<file path="config.mk">
export PLATFORM = sky130hd
export DESIGN_NAME = capacity_priority_preempt_scheduler_top
export DESIGN_NICKNAME = d
export VERILOG_FILES = /design/src/cpps_pkg.sv /design/src/cpps_ram.sv /design/src/capacity_priority_preempt_scheduler_top.sv
export SDC_FILE = /design/constraint.sdc
export NUM_CORES = 2
export LEC_CHECK = 0
export BUFFER_PORTS_ARGS = -buffer_cell sky130_fd_sc_hd__buf_2
export CAP_MARGIN = 15
export CORE_ASPECT_RATIO = 0.8
export CORE_MARGIN = 3
export CORE_UTILIZATION = 55
export CTS_BUF_LIST = sky130_fd_sc_hd__clkbuf_16
export DETAILED_ROUTE_END_ITERATION = 7
export GPL_ROUTABILITY_DRIVEN = 1
export GPL_TIMING_DRIVEN = 0
export PLACE_DENSITY = 0.73
export SYNTH_ARGS = -nofsm -noshare
export SYNTH_HDL_FRONTEND = slang
export SYNTH_SLANG_ARGS = --single-unit
</file>
<file path="constraint.sdc">
create_clock -name clk -period 20.7 [get_ports clk]
set_clock_uncertainty 0.05 [all_clocks]
set_input_delay 2.07 -clock clk [delete_from_list [all_inputs] [get_ports clk]]
set_output_delay 2.07 -clock clk [all_outputs]
set_load 0.02 [all_outputs]
</file>
<file path="src/cpps_pkg.sv">
// ----------------------------------------------------------------------------
// cpps_pkg
// shared types and constants of the capacity priority scheduler
// ----------------------------------------------------------------------------
package cpps_pkg;

  localparam logic [11:0] TICK_MAX = 12'hFFF;
  localparam logic [11:0] CAP_RESET = 12'd20;

  // operation codes
  localparam logic OP_LOAD = 1'b0;
  localparam logic OP_TICK = 1'b1;

  // register indexes
  localparam logic [0:0] REG_CAPACITY = 1'b0;
  localparam logic [0:0] REG_TASK_COUNT = 1'b1;

  // task states
  localparam logic [1:0] ST_WAIT = 2'd0;
  localparam logic [1:0] ST_RUN = 2'd1;
  localparam logic [1:0] ST_DONE = 2'd2;

  typedef struct packed {
    logic        operation;
    logic [3:0]  task_id;
    logic [7:0]  priority_req;
    logic [11:0] start_time;
    logic [11:0] finish_time;
  } in_item_t;

  typedef struct packed {
    logic [3:0]  task_index;
    logic [1:0]  task_state;
    logic [11:0] current_finish;
    logic [11:0] idle_ticks;
    logic [11:0] load_now;
    logic        all_done;
    logic        last_row;
  } out_item_t;

  // task table entry: priority, start, finish, idle
  typedef struct packed {
    logic [7:0]  prio;
    logic [11:0] start;
    logic [11:0] finish;
    logic [11:0] idle;
  } task_ent_t;

endpackage

</file>
<file path="src/cpps_ram.sv">
// ----------------------------------------------------------------------------
// cpps_ram
// generic simple dual port synchronous ram (one write port, one read port) with registered read
// ----------------------------------------------------------------------------
module cpps_ram #(
  parameter int WIDTH = 8,
  parameter int DEPTH = 16
) (
  input  logic                     clk,
  input  logic                     we,
  input  logic [$clog2(DEPTH)-1:0] waddr,
  input  logic [WIDTH-1:0]         wdata,
  input  logic [$clog2(DEPTH)-1:0] raddr,
  output logic [WIDTH-1:0]         rdata
);

  logic [WIDTH-1:0] mem [DEPTH];

  // write and registered read
  always_ff @(posedge clk) begin
    if (we) begin
      mem[waddr] <= wdata;
    end
    rdata <= mem[raddr];
  end

endmodule

</file>
<file path="src/capacity_priority_preempt_scheduler_top.sv">
// ----------------------------------------------------------------------------
// capacity_priority_preempt_scheduler_top
// tick driven priority scheduler with capacity limit and preemption
// ----------------------------------------------------------------------------
// channel  direction  handshake            payload
// in       input      in_valid/in_ready    cpps_pkg::in_item_t
// out      output     out_valid/out_ready  cpps_pkg::out_item_t
// cfg      input      cfg_valid/cfg_ready  cfg_index, cfg_data
//
// a load is the transfer, then the write of one task entry
// a tick reads each task it needs from the task table, one memory access per
// read; the insertion sort and the eviction scan compare over register lists
// after reset the task table is cleared one entry a cycle, MAX_TASKS entries
// result rows leave through the output register, each after its read of the
// task table; a stalled output holds the sequencer
// ----------------------------------------------------------------------------
module capacity_priority_preempt_scheduler_top #(
  parameter int MAX_TASKS = 16
) (
  input  logic                 clk,
  input  logic                 rst_n,
  input  logic                 in_valid,
  output logic                 in_ready,
  input  cpps_pkg::in_item_t   in_data,
  output logic                 out_valid,
  input  logic                 out_ready,
  output cpps_pkg::out_item_t  out_data,
  input  logic                 cfg_valid,
  output logic                 cfg_ready,
  input  logic                 cfg_index,
  input  logic [11:0]          cfg_data
);

  localparam int IW = $clog2(MAX_TASKS);
  localparam int CW = $clog2(MAX_TASKS + 1);
  localparam int LW = $clog2(2 * MAX_TASKS);
  localparam int LCW = $clog2(2 * MAX_TASKS + 1);
  localparam int EW = $bits(cpps_pkg::task_ent_t);

  typedef enum logic [4:0] {
    S_CLEAR, S_IDLE, S_LD_WR,
    S_ALV_RD, S_ALV_CHK,
    S_RET_RD, S_RET_CHK,
    S_CND_PEND, S_CND_RD, S_CND_CHK,
    S_SRT_I, S_SRT_KEY, S_SRT_RD, S_SRT_CMP,
    S_ADM_RD, S_ADM_CHK, S_ADM_SCAN,
    S_ADM_SRD, S_ADM_SCMP, S_ADM_EVICT,
    S_IDL_RD, S_IDL_CHK,
    S_OUT_RD, S_OUT_WAIT, S_OUT_SEND
  } state_t;

  state_t state_r;

  // configuration
  logic [11:0] cap_r;
  logic [4:0]  tcnt_r;

  // task table in one memory
  logic          mem_we;
  logic [IW-1:0] mem_waddr, mem_raddr;
  cpps_pkg::task_ent_t mem_wdata, mem_rdata;

  cpps_ram #(.WIDTH(EW), .DEPTH(MAX_TASKS)) u_task_ram (
    .clk(clk), .we(mem_we), .waddr(mem_waddr), .wdata(mem_wdata),
    .raddr(mem_raddr), .rdata(mem_rdata)
  );

  // run, pend and candidate lists, with priorities for the run and candidate lists
  logic [IW-1:0] run_id_r  [MAX_TASKS];
  logic [7:0]    run_pr_r  [MAX_TASKS];
  logic [CW-1:0] run_cnt_r;
  logic [IW-1:0] pend_id_r [MAX_TASKS];
  logic [CW-1:0] pend_cnt_r;
  logic [IW-1:0] cand_id_r [2*MAX_TASKS];
  logic [7:0]    cand_pr_r [2*MAX_TASKS];
  logic [LCW-1:0] cand_cnt_r;
  logic [31:0]   load_r;
  logic [11:0]   now_r;
  logic          alive_r;

  // sequencing
  logic [LCW-1:0] i_r, j_r;
  logic [CW-1:0]  ws_r;
  logic [IW-1:0]  key_id_r, vic_id_r;
  logic [7:0]     key_pr_r, vic_pr_r;
  logic [CW-1:0]  vic_pos_r;
  cpps_pkg::in_item_t ld_r;
  cpps_pkg::out_item_t out_r;
  logic out_valid_r;

  // window size: clamp task count to 1..MAX_TASKS
  logic [CW-1:0] ws_c;
  always_comb begin
    if (tcnt_r == 5'd0) ws_c = CW'(1);
    else if (32'(tcnt_r) > MAX_TASKS) ws_c = CW'(MAX_TASKS);
    else ws_c = CW'(tcnt_r);
  end

  // membership searches over the small lists
  function automatic logic in_run(input logic [IW-1:0] id,
                                  input logic [CW-1:0] cnt,
                                  input logic [IW-1:0] ids [MAX_TASKS]);
    logic hit;
    hit = 1'b0;
    for (int k = 0; k < MAX_TASKS; k++) begin
      if (k < 32'(cnt) && ids[k] == id) hit = 1'b1;
    end
    return hit;
  endfunction

  logic [IW-1:0] cur_id;
  assign cur_id = IW'(i_r);

  logic [IW-1:0] cand_cur;
  assign cand_cur = cand_id_r[LW'(i_r)];

  logic cur_running;
  assign cur_running = in_run(cand_cur, run_cnt_r, run_id_r);
  logic row_running;
  assign row_running = in_run(cur_id, run_cnt_r, run_id_r);

  logic cur_pending;
  logic [CW-1:0] cur_pend_pos;
  always_comb begin
    cur_pending = 1'b0;
    cur_pend_pos = '0;
    for (int k = 0; k < MAX_TASKS; k++) begin
      if (k < 32'(pend_cnt_r) && pend_id_r[k] == cand_cur && !cur_pending) begin
        cur_pending = 1'b1;
        cur_pend_pos = CW'(k);
      end
    end
  end

  logic vic_pending;
  assign vic_pending = in_run(vic_id_r, pend_cnt_r, pend_id_r);

  // summed load wraps at 32 bits
  logic [31:0] need;
  assign need = load_r + 32'(key_pr_r);

  assign in_ready  = (state_r == S_IDLE);
  assign cfg_ready = (state_r == S_IDLE) || (state_r == S_CLEAR);
  assign out_valid = out_valid_r;
  assign out_data  = out_r;

  // memory port selection
  always_comb begin
    mem_we = 1'b0;
    mem_waddr = cur_id;
    mem_wdata = mem_rdata;
    mem_raddr = cur_id;
    case (state_r)
      S_CLEAR: begin
        mem_we = 1'b1;
        mem_wdata = '0;
      end
      S_LD_WR: begin
        mem_we = 1'b1;
        mem_waddr = key_id_r;
        mem_wdata.prio = ld_r.priority_req;
        mem_wdata.start = ld_r.start_time;
        mem_wdata.finish = ld_r.finish_time;
        mem_wdata.idle = '0;
      end
      S_RET_RD: mem_raddr = run_id_r[IW'(i_r - 1'b1)];
      S_CND_RD: mem_raddr = IW'(i_r - 1'b1);
      S_SRT_I: mem_raddr = cand_cur;
      S_ADM_RD: mem_raddr = cand_cur;
      S_IDL_RD: mem_raddr = pend_id_r[IW'(i_r)];
      S_IDL_CHK: begin
        mem_waddr = pend_id_r[IW'(i_r)];
        if (mem_rdata.start <= now_r && now_r <= mem_rdata.finish) begin
          mem_we = 1'b1;
          if (mem_rdata.idle != cpps_pkg::TICK_MAX) mem_wdata.idle = mem_rdata.idle + 1'b1;
          if (mem_rdata.finish != cpps_pkg::TICK_MAX)
            mem_wdata.finish = mem_rdata.finish + 1'b1;
        end
      end
      default: ;
    endcase
  end

  // the tick just processed, kept for the finished test
  logic [11:0] tick_r;
  always_ff @(posedge clk) begin
    if (state_r == S_IDLE) tick_r <= now_r;
  end

  // sequencer
  always_ff @(posedge clk) begin
    if (!rst_n) begin
      state_r <= S_CLEAR;
      i_r <= '0;
      cap_r <= cpps_pkg::CAP_RESET;
      tcnt_r <= 5'd16;
      run_cnt_r <= '0;
      pend_cnt_r <= '0;
      load_r <= '0;
      now_r <= '0;
      out_valid_r <= 1'b0;
    end else begin
      if (cfg_valid && cfg_ready) begin
        if (cfg_index == cpps_pkg::REG_CAPACITY) cap_r <= cfg_data;
        else tcnt_r <= cfg_data[4:0];
      end
      if (out_valid_r && out_ready && state_r != S_OUT_SEND) out_valid_r <= 1'b0;
      case (state_r)
        S_CLEAR: begin
          i_r <= i_r + 1'b1;
          if (32'(i_r) == MAX_TASKS - 1) begin
            state_r <= S_IDLE;
          end
        end
        S_IDLE: begin
          if (in_valid) begin
            if (in_data.operation == cpps_pkg::OP_LOAD) begin
              key_id_r <= IW'(in_data.task_id);
              ld_r <= in_data;
              if (32'(in_data.task_id) < MAX_TASKS) state_r <= S_LD_WR;
            end else begin
              ws_r <= ws_c;
              i_r <= '0;
              alive_r <= 1'b0;
              state_r <= S_ALV_RD;
            end
          end
        end
        // a reloaded runner keeps its cached priority current
        S_LD_WR: begin
          for (int k = 0; k < MAX_TASKS; k++) begin
            if (k < 32'(run_cnt_r) && run_id_r[k] == key_id_r)
              run_pr_r[k] <= ld_r.priority_req;
          end
          state_r <= S_IDLE;
        end
        // any task with finish at or after now
        S_ALV_RD: state_r <= S_ALV_CHK;
        S_ALV_CHK: begin
          if (now_r <= mem_rdata.finish) alive_r <= 1'b1;
          if (i_r + 1'b1 == LCW'(ws_r)) begin
            if (alive_r || now_r <= mem_rdata.finish) begin
              i_r <= LCW'(run_cnt_r);
              state_r <= S_RET_RD;
            end else begin
              i_r <= '0;
              state_r <= S_OUT_RD;
            end
          end else begin
            i_r <= i_r + 1'b1;
            state_r <= S_ALV_RD;
          end
        end
        // retire runners from the top down
        S_RET_RD: begin
          if (i_r == '0) begin
            i_r <= '0;
            cand_cnt_r <= '0;
            state_r <= S_CND_PEND;
          end else begin
            state_r <= S_RET_CHK;
          end
        end
        S_RET_CHK: begin
          if (mem_rdata.finish < now_r) begin
            load_r <= load_r - 32'(run_pr_r[IW'(i_r - 1'b1)]);
            run_id_r[IW'(i_r - 1'b1)] <= run_id_r[IW'(run_cnt_r - 1'b1)];
            run_pr_r[IW'(i_r - 1'b1)] <= run_pr_r[IW'(run_cnt_r - 1'b1)];
            run_cnt_r <= run_cnt_r - 1'b1;
          end
          i_r <= i_r - 1'b1;
          state_r <= S_RET_RD;
        end
        // candidates: pending list, priorities fetched per entry during sort
        S_CND_PEND: begin
          if (i_r == LCW'(pend_cnt_r)) begin
            i_r <= LCW'(ws_r);
            state_r <= S_CND_RD;
          end else begin
            cand_id_r[LW'(cand_cnt_r)] <= pend_id_r[IW'(i_r)];
            cand_cnt_r <= cand_cnt_r + 1'b1;
            i_r <= i_r + 1'b1;
          end
        end
        // arrivals in descending id order; priorities looked up during sort
        S_CND_RD: begin
          if (i_r == '0) begin
            i_r <= '0;
            state_r <= S_SRT_I;
          end else begin
            i_r <= i_r - 1'b1;
            state_r <= S_CND_CHK;
          end
        end
        S_CND_CHK: begin
          if (mem_rdata.start == now_r) begin
            cand_id_r[LW'(cand_cnt_r)] <= cur_id;
            cand_cnt_r <= cand_cnt_r + 1'b1;
          end
          state_r <= S_CND_RD;
        end
        // fetch priority of every candidate, then insertion sort
        S_SRT_I: begin
          if (i_r == cand_cnt_r) begin
            i_r <= LCW'(1);
            state_r <= S_SRT_KEY;
          end else begin
            state_r <= S_SRT_RD;
          end
        end
        S_SRT_RD: begin
          cand_pr_r[LW'(i_r)] <= mem_rdata.prio;
          i_r <= i_r + 1'b1;
          state_r <= S_SRT_I;
        end
        S_SRT_KEY: begin
          if (i_r >= cand_cnt_r) begin
            i_r <= '0;
            state_r <= S_ADM_RD;
          end else begin
            key_id_r <= cand_id_r[LW'(i_r)];
            key_pr_r <= cand_pr_r[LW'(i_r)];
            j_r <= i_r;
            state_r <= S_SRT_CMP;
          end
        end
        S_SRT_CMP: begin
          if (j_r != '0 && cand_pr_r[LW'(j_r - 1'b1)] < key_pr_r) begin
            cand_id_r[LW'(j_r)] <= cand_id_r[LW'(j_r - 1'b1)];
            cand_pr_r[LW'(j_r)] <= cand_pr_r[LW'(j_r - 1'b1)];
            j_r <= j_r - 1'b1;
          end else begin
            cand_id_r[LW'(j_r)] <= key_id_r;
            cand_pr_r[LW'(j_r)] <= key_pr_r;
            i_r <= i_r + 1'b1;
            state_r <= S_SRT_KEY;
          end
        end
        // admission of each candidate
        S_ADM_RD: begin
          if (i_r == cand_cnt_r) begin
            i_r <= '0;
            state_r <= S_IDL_RD;
          end else begin
            state_r <= S_ADM_CHK;
          end
        end
        S_ADM_CHK: begin
          key_id_r <= cand_cur;
          key_pr_r <= mem_rdata.prio;
          if (mem_rdata.start > now_r || mem_rdata.finish < now_r || cur_running) begin
            i_r <= i_r + 1'b1;
            state_r <= S_ADM_RD;
          end else begin
            if (cur_pending) begin
              pend_id_r[IW'(cur_pend_pos)] <= pend_id_r[IW'(pend_cnt_r - 1'b1)];
              pend_cnt_r <= pend_cnt_r - 1'b1;
            end
            state_r <= S_ADM_SCAN;
          end
        end
        S_ADM_SCAN: begin
          if (need > 32'(cap_r)) begin
            if (run_cnt_r == '0) begin
              state_r <= S_ADM_EVICT;
              vic_pr_r <= key_pr_r;
            end else begin
              vic_pos_r <= '0;
              vic_id_r <= run_id_r[0];
              vic_pr_r <= run_pr_r[0];
              j_r <= LCW'(1);
              state_r <= S_ADM_SCMP;
            end
          end else if (32'(run_cnt_r) >= MAX_TASKS) begin
            vic_pr_r <= key_pr_r;
            state_r <= S_ADM_EVICT;
          end else begin
            run_id_r[IW'(run_cnt_r)] <= key_id_r;
            run_pr_r[IW'(run_cnt_r)] <= key_pr_r;
            run_cnt_r <= run_cnt_r + 1'b1;
            load_r <= need;
            i_r <= i_r + 1'b1;
            state_r <= S_ADM_RD;
          end
        end
        // weakest runner scan, one entry a cycle
        S_ADM_SCMP: begin
          if (j_r == LCW'(run_cnt_r)) begin
            state_r <= S_ADM_SRD;
          end else begin
            if (run_pr_r[IW'(j_r)] < vic_pr_r ||
                (run_pr_r[IW'(j_r)] == vic_pr_r && run_id_r[IW'(j_r)] > vic_id_r)) begin
              vic_pos_r <= CW'(j_r);
              vic_id_r <= run_id_r[IW'(j_r)];
              vic_pr_r <= run_pr_r[IW'(j_r)];
            end
            j_r <= j_r + 1'b1;
          end
        end
        S_ADM_SRD: begin
          if (vic_pr_r >= key_pr_r) begin
            state_r <= S_ADM_EVICT;
          end else begin
            load_r <= load_r - 32'(vic_pr_r);
            run_id_r[IW'(vic_pos_r)] <= run_id_r[IW'(run_cnt_r - 1'b1)];
            run_pr_r[IW'(vic_pos_r)] <= run_pr_r[IW'(run_cnt_r - 1'b1)];
            run_cnt_r <= run_cnt_r - 1'b1;
            if (!vic_pending && 32'(pend_cnt_r) < MAX_TASKS) begin
              pend_id_r[IW'(pend_cnt_r)] <= vic_id_r;
              pend_cnt_r <= pend_cnt_r + 1'b1;
            end
            state_r <= S_ADM_SCAN;
          end
        end
        // failed: key joins pending list
        S_ADM_EVICT: begin
          if (!in_run(key_id_r, pend_cnt_r, pend_id_r) && 32'(pend_cnt_r) < MAX_TASKS) begin
            pend_id_r[IW'(pend_cnt_r)] <= key_id_r;
            pend_cnt_r <= pend_cnt_r + 1'b1;
          end
          i_r <= i_r + 1'b1;
          state_r <= S_ADM_RD;
        end
        // idle and finish extension of current pending tasks, then now advances
        S_IDL_RD: begin
          if (i_r == LCW'(pend_cnt_r)) begin
            i_r <= '0;
            if (now_r != cpps_pkg::TICK_MAX) now_r <= now_r + 1'b1;
            state_r <= S_OUT_RD;
          end else begin
            state_r <= S_IDL_CHK;
          end
        end
        S_IDL_CHK: begin
          i_r <= i_r + 1'b1;
          state_r <= S_IDL_RD;
        end
        // result rows
        S_OUT_RD: state_r <= S_OUT_WAIT;
        S_OUT_WAIT: state_r <= S_OUT_SEND;
        S_OUT_SEND: begin
          if (!out_valid_r || out_ready) begin
            out_valid_r <= 1'b1;
            out_r.task_index <= 4'(i_r);
            if (row_running) out_r.task_state <= cpps_pkg::ST_RUN;
            else if (mem_rdata.finish < tick_r) out_r.task_state <= cpps_pkg::ST_DONE;
            else out_r.task_state <= cpps_pkg::ST_WAIT;
            out_r.current_finish <= mem_rdata.finish;
            out_r.idle_ticks <= mem_rdata.idle;
            out_r.load_now <= load_r[11:0];
            out_r.all_done <= !alive_r;
            out_r.last_row <= (i_r + 1'b1 == LCW'(ws_r));
            if (i_r + 1'b1 == LCW'(ws_r)) begin
              state_r <= S_IDLE;
            end else begin
              i_r <= i_r + 1'b1;
              state_r <= S_OUT_RD;
            end
          end
        end
        default: state_r <= S_IDLE;
      endcase
    end
  end

  // a stalled result row holds its payload
  assert property (@(posedge clk) disable iff (!rst_n)
    (out_valid && !out_ready) |=> (out_valid && $stable(out_data)))
    else $error("result row changed while stalled");

  // run list never exceeds table size
  assert property (@(posedge clk) disable iff (!rst_n)
    32'(run_cnt_r) <= MAX_TASKS)
    else $error("run list overflow");

  // no input ready while a result row is being sent
  assert property (@(posedge clk) disable iff (!rst_n)
    (state_r == S_OUT_SEND) |-> !in_ready)
    else $error("input ready during output");

endmodule

</file>
Yosys cells after proc, flatten, opt, wreduce, memory -nomap -nowiden
Memory sizes are Yosys's and may differ from the RTL's. A register that Yosys moved wholly into a read port is not among the register bits.
Index checks and enable logic that the tools add are counted.
{"block": "word_totals", "n_memories": 4, "wordCells": 875, "mem_bits_rw": 1216, "ff_bits": 345}
{"block": "classes", "eq_ne": 164, "n_reduce_logical": 191, "n_bitwise": 14, "magnitude_cmp": 60, "n_addsub": 15, "muxes": 365}
{"memory": "u_task_ram.mem", "words": 16, "word_bits": 44, "rd": 1, "rd_clocked_by_memory_dff": 1, "write_ports": 1, "line": "cpps_ram.sv:17", "text": "logic [WIDTH-1:0] mem [DEPTH];"}
{"memory": "cand_pr_r", "words": 32, "word_bits": 8, "rd": 2, "rd_clocked_by_memory_dff": 1, "write_ports": 1, "line": "capacity_priority_preempt_scheduler_top.sv:75", "text": "logic [7:0] cand_pr_r [2*MAX_TASKS];"}
{"memory": "cand_id_r", "words": 32, "word_bits": 4, "rd": 2, "rd_clocked_by_memory_dff": 1, "write_ports": 1, "line": "capacity_priority_preempt_scheduler_top.sv:74", "text": "logic [IW-1:0] cand_id_r [2*MAX_TASKS];"}
{"memory": "run_pr_r", "words": 16, "word_bits": 8, "rd": 4, "rd_clocked_by_memory_dff": 1, "write_ports": 16, "line": "capacity_priority_preempt_scheduler_top.sv:70", "text": "logic [7:0] run_pr_r [MAX_TASKS];"}
{"op": "$mux W64", "n": 9}
{"op": "$bwmux W64", "n": 6}
{"op": "$eq A4 B4 Y1", "n": 96}
{"op": "$pmux W64 S3", "n": 2}
{"op": "$mux W1", "n": 196}
{"op": "$mux W4", "n": 47}
{"op": "$mux W5", "n": 30}
{"op": "$mux W6", "n": 23}
{"op": "$mux W32", "n": 4}
{"op": "$logic_and A1 B1 Y1", "n": 124}
{"op": "$pmux W5 S24", "n": 1}
{"op": "$pmux W32 S3", "n": 1}
{"op": "$pmux W6 S15", "n": 1}
{"op": "$mux W8", "n": 11}
{"op": "$bmux W4 S4", "n": 5}
{"op": "$demux W4 S4", "n": 5}
{"op": "$lt A4 B5 Y1 const A", "n": 16}
{"op": "$pmux W24 S3", "n": 1}
{"op": "$sub A32 B8 Y32", "n": 2}
{"op": "$ne A2 B2 Y1 const B", "n": 30}
{"op": "$ge A5 B5 Y1 const B", "n": 10}
{"op": "$eq A5 B5 Y1 const B", "n": 9}
{"op": "$not A4 Y5", "n": 9}
{"op": "$eq A5 B4 Y1 const B", "n": 8}
{"op": "other kinds (66)", "n": 163}

Longest topological paths before layout
{"block": "logic_depth", "depth_word": 57, "depth_mapped": 28, "ltp_nobuf": 23}

Hierarchy
From an unflattened synthesis, not the netlist that was laid out.
{"block": "unflattened", "cells_unflattened": 6052, "hier_area_um2": 84912.7}
{"mod": "capacity_priority_preempt_scheduler_top", "cells_each": 4910, "seq_area_each_um2": 25084.1, "area_per_inst_um2": 57646.5, "n_inst": 1}
{"mod": "cpps_ram", "cells_each": 1142, "seq_area_each_um2": 22021.1, "area_per_inst_um2": 27266.2, "n_inst": 1}

Worst setup path before layout
Ideal clock, no wire load.
{"block": "synth_timing", "kind": "register -> register", "startpoint": "reg i_r[1]", "endpoint": "reg load_r[26]", "slack_ps": 13200, "arrival_ps": 7323, "stages_incl_launch_ff": 27, "path_buffers": 8, "setup_ps": 128, "cell_sequence": "dfxtp_1 -> clkbuf_1 -> buf_1 -> clkbuf_1 -> buf_1 -> inv_1 -> ha_1 -> clkbuf_1 -> clkbuf_1 -> clkbuf_1 -> clkbuf_1 -> mux4_2 -> mux4_2 -> mux2i_1 -> ha_1 -> nor2b_1 -> o21ai_0 -> a21boi_0 -> o21ai_0 -> a21boi_0 -> o21ai_0 -> nand2_1 -> or3_1 -> or4_1 -> a21oi_1 -> xnor2_1 -> nor2_1"}
{"block": "synth_via", "elab_chain_len": 5}
{"element": "from (decl)", "line": "capacity_priority_preempt_scheduler_top.sv:82", "text": "logic [LCW-1:0] i_r, j_r;"}
{"element": "from (signal assigned)", "line": "capacity_priority_preempt_scheduler_top.sv:210", "text": "i_r <= i_r + 1'b1;"}
{"element": "from (signal assigned)", "line": "capacity_priority_preempt_scheduler_top.sv:243", "text": "i_r <= LCW'(run_cnt_r);"}
{"element": "from (signal assigned)", "line": "capacity_priority_preempt_scheduler_top.sv:250", "text": "i_r <= i_r + 1'b1;"}
{"element": "$sub A6 B1 Y6"}
{"element": "$mem_v2 Z16 W8"}
{"element": "$sub A32 B8 Y32", "line": "capacity_priority_preempt_scheduler_top.sv:266", "text": "load_r <= load_r - 32'(run_pr_r[IW'(i_r - 1'b1)]);"}
{"element": "$mux W32", "line": "capacity_priority_preempt_scheduler_top.sv:265", "text": "if (mem_rdata.finish < now_r) begin"}
{"element": "$pmux W32 S3", "line": "capacity_priority_preempt_scheduler_top.sv:208", "text": "case (state_r)"}
{"element": "to (signal assigned)", "line": "capacity_priority_preempt_scheduler_top.sv:266"}
{"element": "to (signal assigned)", "line": "capacity_priority_preempt_scheduler_top.sv:381", "text": "load_r <= need;"}
{"element": "to (signal assigned)", "line": "capacity_priority_preempt_scheduler_top.sv:404", "text": "load_r <= load_r - 32'(vic_pr_r);"}
{"element": "to (decl)", "line": "capacity_priority_preempt_scheduler_top.sv:77", "text": "logic [31:0] load_r;"}
Every way passes these cells. The select of a mux whose other input is x is not followed.
A chain may end at the register's enable or synchronous reset.

Final worst setup path
Ends and elaborated chain as after synthesis.

==> impl_metrics.yaml <==
outcome:
  status: "finished, violations left"
  failed_checks: "design-rule violations"
pwr:
  combPwrFrac_pct: 25.1
  peakVddDrop_v: 0.0000885
  p_sw_share_pct: 31.1
  pwr-share-clk_pct: 32.0
  power_switching_mw: 2.89
  leakage_nw: 32.2
  pwr_density_cell_nw_per_um2: 97.2
  cellInternalPower_mw: 6.40
  power_frac_seq_pct: 43.0
drt:
  viasPerCell: 7.11
  drt-total-wl_mm: 307
  routed-via-count: 61800
  wl_per_cell_um: 35.4
  firstDrtPassIters: 8
  drc: 3
  drt_iter0_markers: 10400
  ant_nets: 0
hold_path:
  min_path_type: "reg2reg"
  whs_path_depth: 0
  holdCritStartpoint: "load_r[9]"
  hold_end: "out_data[11]"
floorplan:
  dieHeight_um: 359
  core_area_um2: 153000
  initial_core_util_pct: 55.8
  ios: 102
  die_x_um: 447
  dieArea_um2: 160000
  row_count: 128
worst_setup_path:
  end_kind: "flip-flop"
  crit_top_cell: "clkbuf_1"
  slowest_delay_ns: 0.85
  r2r-start: "i_r[1]"
  worst-path-max-fanout: 10
  r2r_cells: 27
  arrival_ns: 13.01
  cpMaxStageDelayCell: "clkbuf_1"
  path_class: "reg2reg"
  r2r_end: "load_r[26]"
  r2r_setup_slack_ns: 8.30
  critPathLaunchType: "flip-flop"
  required_ns: 21.31
timing:
  timing.slew.headroom_pct: 9.00
  period_needed_ns: 12.40
  worst_slew_pin_slew_ns: 1.33
  timing.setup.tns_ns: 0
  rsz0062_at_grt: "false"
  setup_violations: 0
  period_share_pct: 59.9
  drv_slew: 0
  hold_violations: 0
  hold_ws_ns: 0.373
  max_freq_mhz: 80.7
layout:
  multiInputGateArea_um2: 36200
  drive_above_1_share_pct: 19.5
  fill_cells: 11400
  area_growth_pct: 11.7
  fin_nets: 6704
  seqCellArea_um2: 47100
clock_network:
  cts_root_buf: "clkbuf_16"
  clock_tree.buffer_depth: 3
  cts_sinks: 1614
  cts_max_level: 4
  insertion_delay_ns: 0.83
  cts_setup_buffers: 0
  hold_buffers: 0
  clkTransAtPathRegs_ns: 0.06
  cts_resized: 0
  cts_tree: "done"
  cts_made_buffers: 157
global_routing:
  grtUsageTotal_pct: 38.0
  grt_first_pass_wirelength_mm: 433
  grt-ovfl-total: 0
  grt_pass1_vias: 58400
  grt_max_degree: 33
  antenna_found_initial: 13
logic_synthesis:
  yosys.cell_types.count: 91
  synthCells: 6180
  synthesis.nets: 6357
  synthesis.area_um2: 85500
  netlist_top_cells_count: "1478 x edfxtp_1, 574 x mux4_2, 395 x nand2_1, 375 x nor2_1, 342 x clkbuf_1"
  yosysTopAreaCell: "edfxtp_1"
  synth_top_area_share_pct: 51.9
  synthTopCellsByArea: "edfxtp_1 52%, mux4_2 15%, mux2i_1 3.7%, dfxtp_1 3.2%, xnor2_1 2.8%"
  seq_area_frac_synth_pct: 55.1
  postSynthAreaPerCell_um2: 13.8
  ys_async_sr_fraction_pct: 0
  ys.flop_type: "edfxtp_1"
  ys_seq_elements: 1614
  synth_most_common_cell: "edfxtp_1"
  ys_warn_count: 0
  synth_edf_count: 1478
run:
  drv_cap: 0
placement:
  io_buffer_count: 101
  gp_congestion: 1.04
  hpwl_mm: 216
## worst max-delay path, delay by kind of cell (launching register included)
| family | cells | cell delay [ns] |
|---|---|---|
| mux | 3 | 1.22 |
| xor+xnor | 1 | 0.14 |
| buf+inv | 10 | 6.67 |
| fa+ha+maj | 2 | 0.76 |
| flops | 1 | 0.70 |
| simple gates | 5 | 1.34 |
| compound gates | 6 | 1.27 |
## layer usage
layer	track usage [%]	vias to the layer above	wire [um]
met5	0	-	56
met4	15.5	8	14600
met3	12.9	863	45300
met2	54.6	5153	131000
met1	53.5	31000	116000
li1	-	24800	-
## per-stage QoR
| step | utilization, % | setup WS, ns | cell area (um2) | std cells | power [mW] |
|---|---|---|---|---|---|
| after detailed placement | 58.8 | 8.94 | 90100 | 8368 | 6.30 |
| final | 62.4 | 8.30 | 95600 | 8686 | 9.29 |
| after floorplan | - | 13.20 | 85500 | 6180 | 5.41 |
| after global placement | 57.8 | 7.09 | 88600 | 8296 | 6.16 |
| after CTS | 62.2 | 8.89 | 95400 | 8660 | 9.23 |
| after global routing | 62.3 | 8.24 | 95600 | 8677 | 9.54 |
## cell families (layout without fill, tap and decap cells)
kind of cell             Yosys count  in the layout  synth area share (%)
flip-flops                      1614           1614                  55.1
AO/OA/AOI/OAI                    954            954                  7.19
other                              0             11                     0
AND/OR/NAND/NOR                 1346           1346                  7.53
adder cells (fa/ha/maj)          122            122                  1.80
buffers and inverters            655           1135                  3.02
XOR/XNOR                         452            452                  4.63
multiplexers                    1037           1037                  20.8
## cell type report
type,count,share of cell area [%]
clock buffer,159,4.16
timing repair buffer,188,1.91
sequential,1614,49.3
multi-input combinational,3911,37.9
antenna,11,0.0288
inverter,111,0.436
tap,2015,2.64
buffer,544,2.27
clock inverter,133,1.40
## worst max-delay path by stage
stage | start | endpoint | slack (ns)
after floorplan | i_r[1] | load_r[26] | 13.20
after global placement | rst_n | out_data[11] | 7.09
after detailed placement | i_r[1] | load_r[26] | 8.94
after CTS | i_r[1] | load_r[26] | 8.89
after global routing | i_r[1] | load_r[26] | 8.24
final | i_r[1] | load_r[26] | 8.30
## power by group through the flow
| stage | sequential (mW) | clock, mW | combinational [mW] |
|---|---|---|---|
| 2_1_floorplan | 3.99 | 0 | 1.41 |
| 4_1_cts | 3.99 | 2.98 | 2.27 |
| 6_report | 3.99 | 2.97 | 2.33 |
| 3_3_place_gp | 4.08 | 0 | 2.08 |
| 3_5_place_dp | 4.05 | 0 | 2.24 |
| 5_1_grt | 4.00 | 3.11 | 2.43 |
## sequential cells by signal, indices dropped and copies added (netlist names), 5 cells and up, named ones only
| signal | cells |
|---|---|
| load_r | 32 |
| u_task_ram.rdata | 44 |
| out_data | 44 |
| cand_cnt_r | 6 |
| now_r | 12 |
| j_r | 6 |
| cand_id_r | 128 |
| run_pr_r | 128 |
| cand_pr_r | 256 |
| i_r | 6 |
| tcnt_r | 5 |
| pend_cnt_r | 5 |
| cap_r | 12 |
| run_cnt_r | 5 |
| key_pr_r | 8 |
| u_task_ram.mem | 704 |
| ws_r | 5 |
| vic_pr_r | 8 |
| state_r | 5 |
| tick_r | 12 |
| ld_r | 32 |
## cells in the final DEF, fill, tap and decap left out, types with 22 or more instances in the layout
cell type     n
clkbuf_16   159
or2_2        24
a21o_1       30
mux2_2      149
a21oi_1     305
xnor2_1     271
mux2i_1     312
edfxtp_1   1478
nor2_1      358
o21ai_0     137
a211oi_1     70
a22oi_1      50
and3_1       22
nand3_1      91
clkbuf_1    342
o221ai_1     71
ha_1        120
buf_2       147
nand2b_1     31
and2_1       34
clkinv_1     32
buf_1       143
nor3_1      101
dfxtp_1     136
nor4_1       30
a22o_1       25
nand2_1     395
inv_1       141
buf_4        32
nand4_1      71
mux4_2      574
or3_1        27
xor2_1      178
nor2b_1      87
clkinv_2     22
o22ai_1      78
Power figures use the tool's default switching activity.
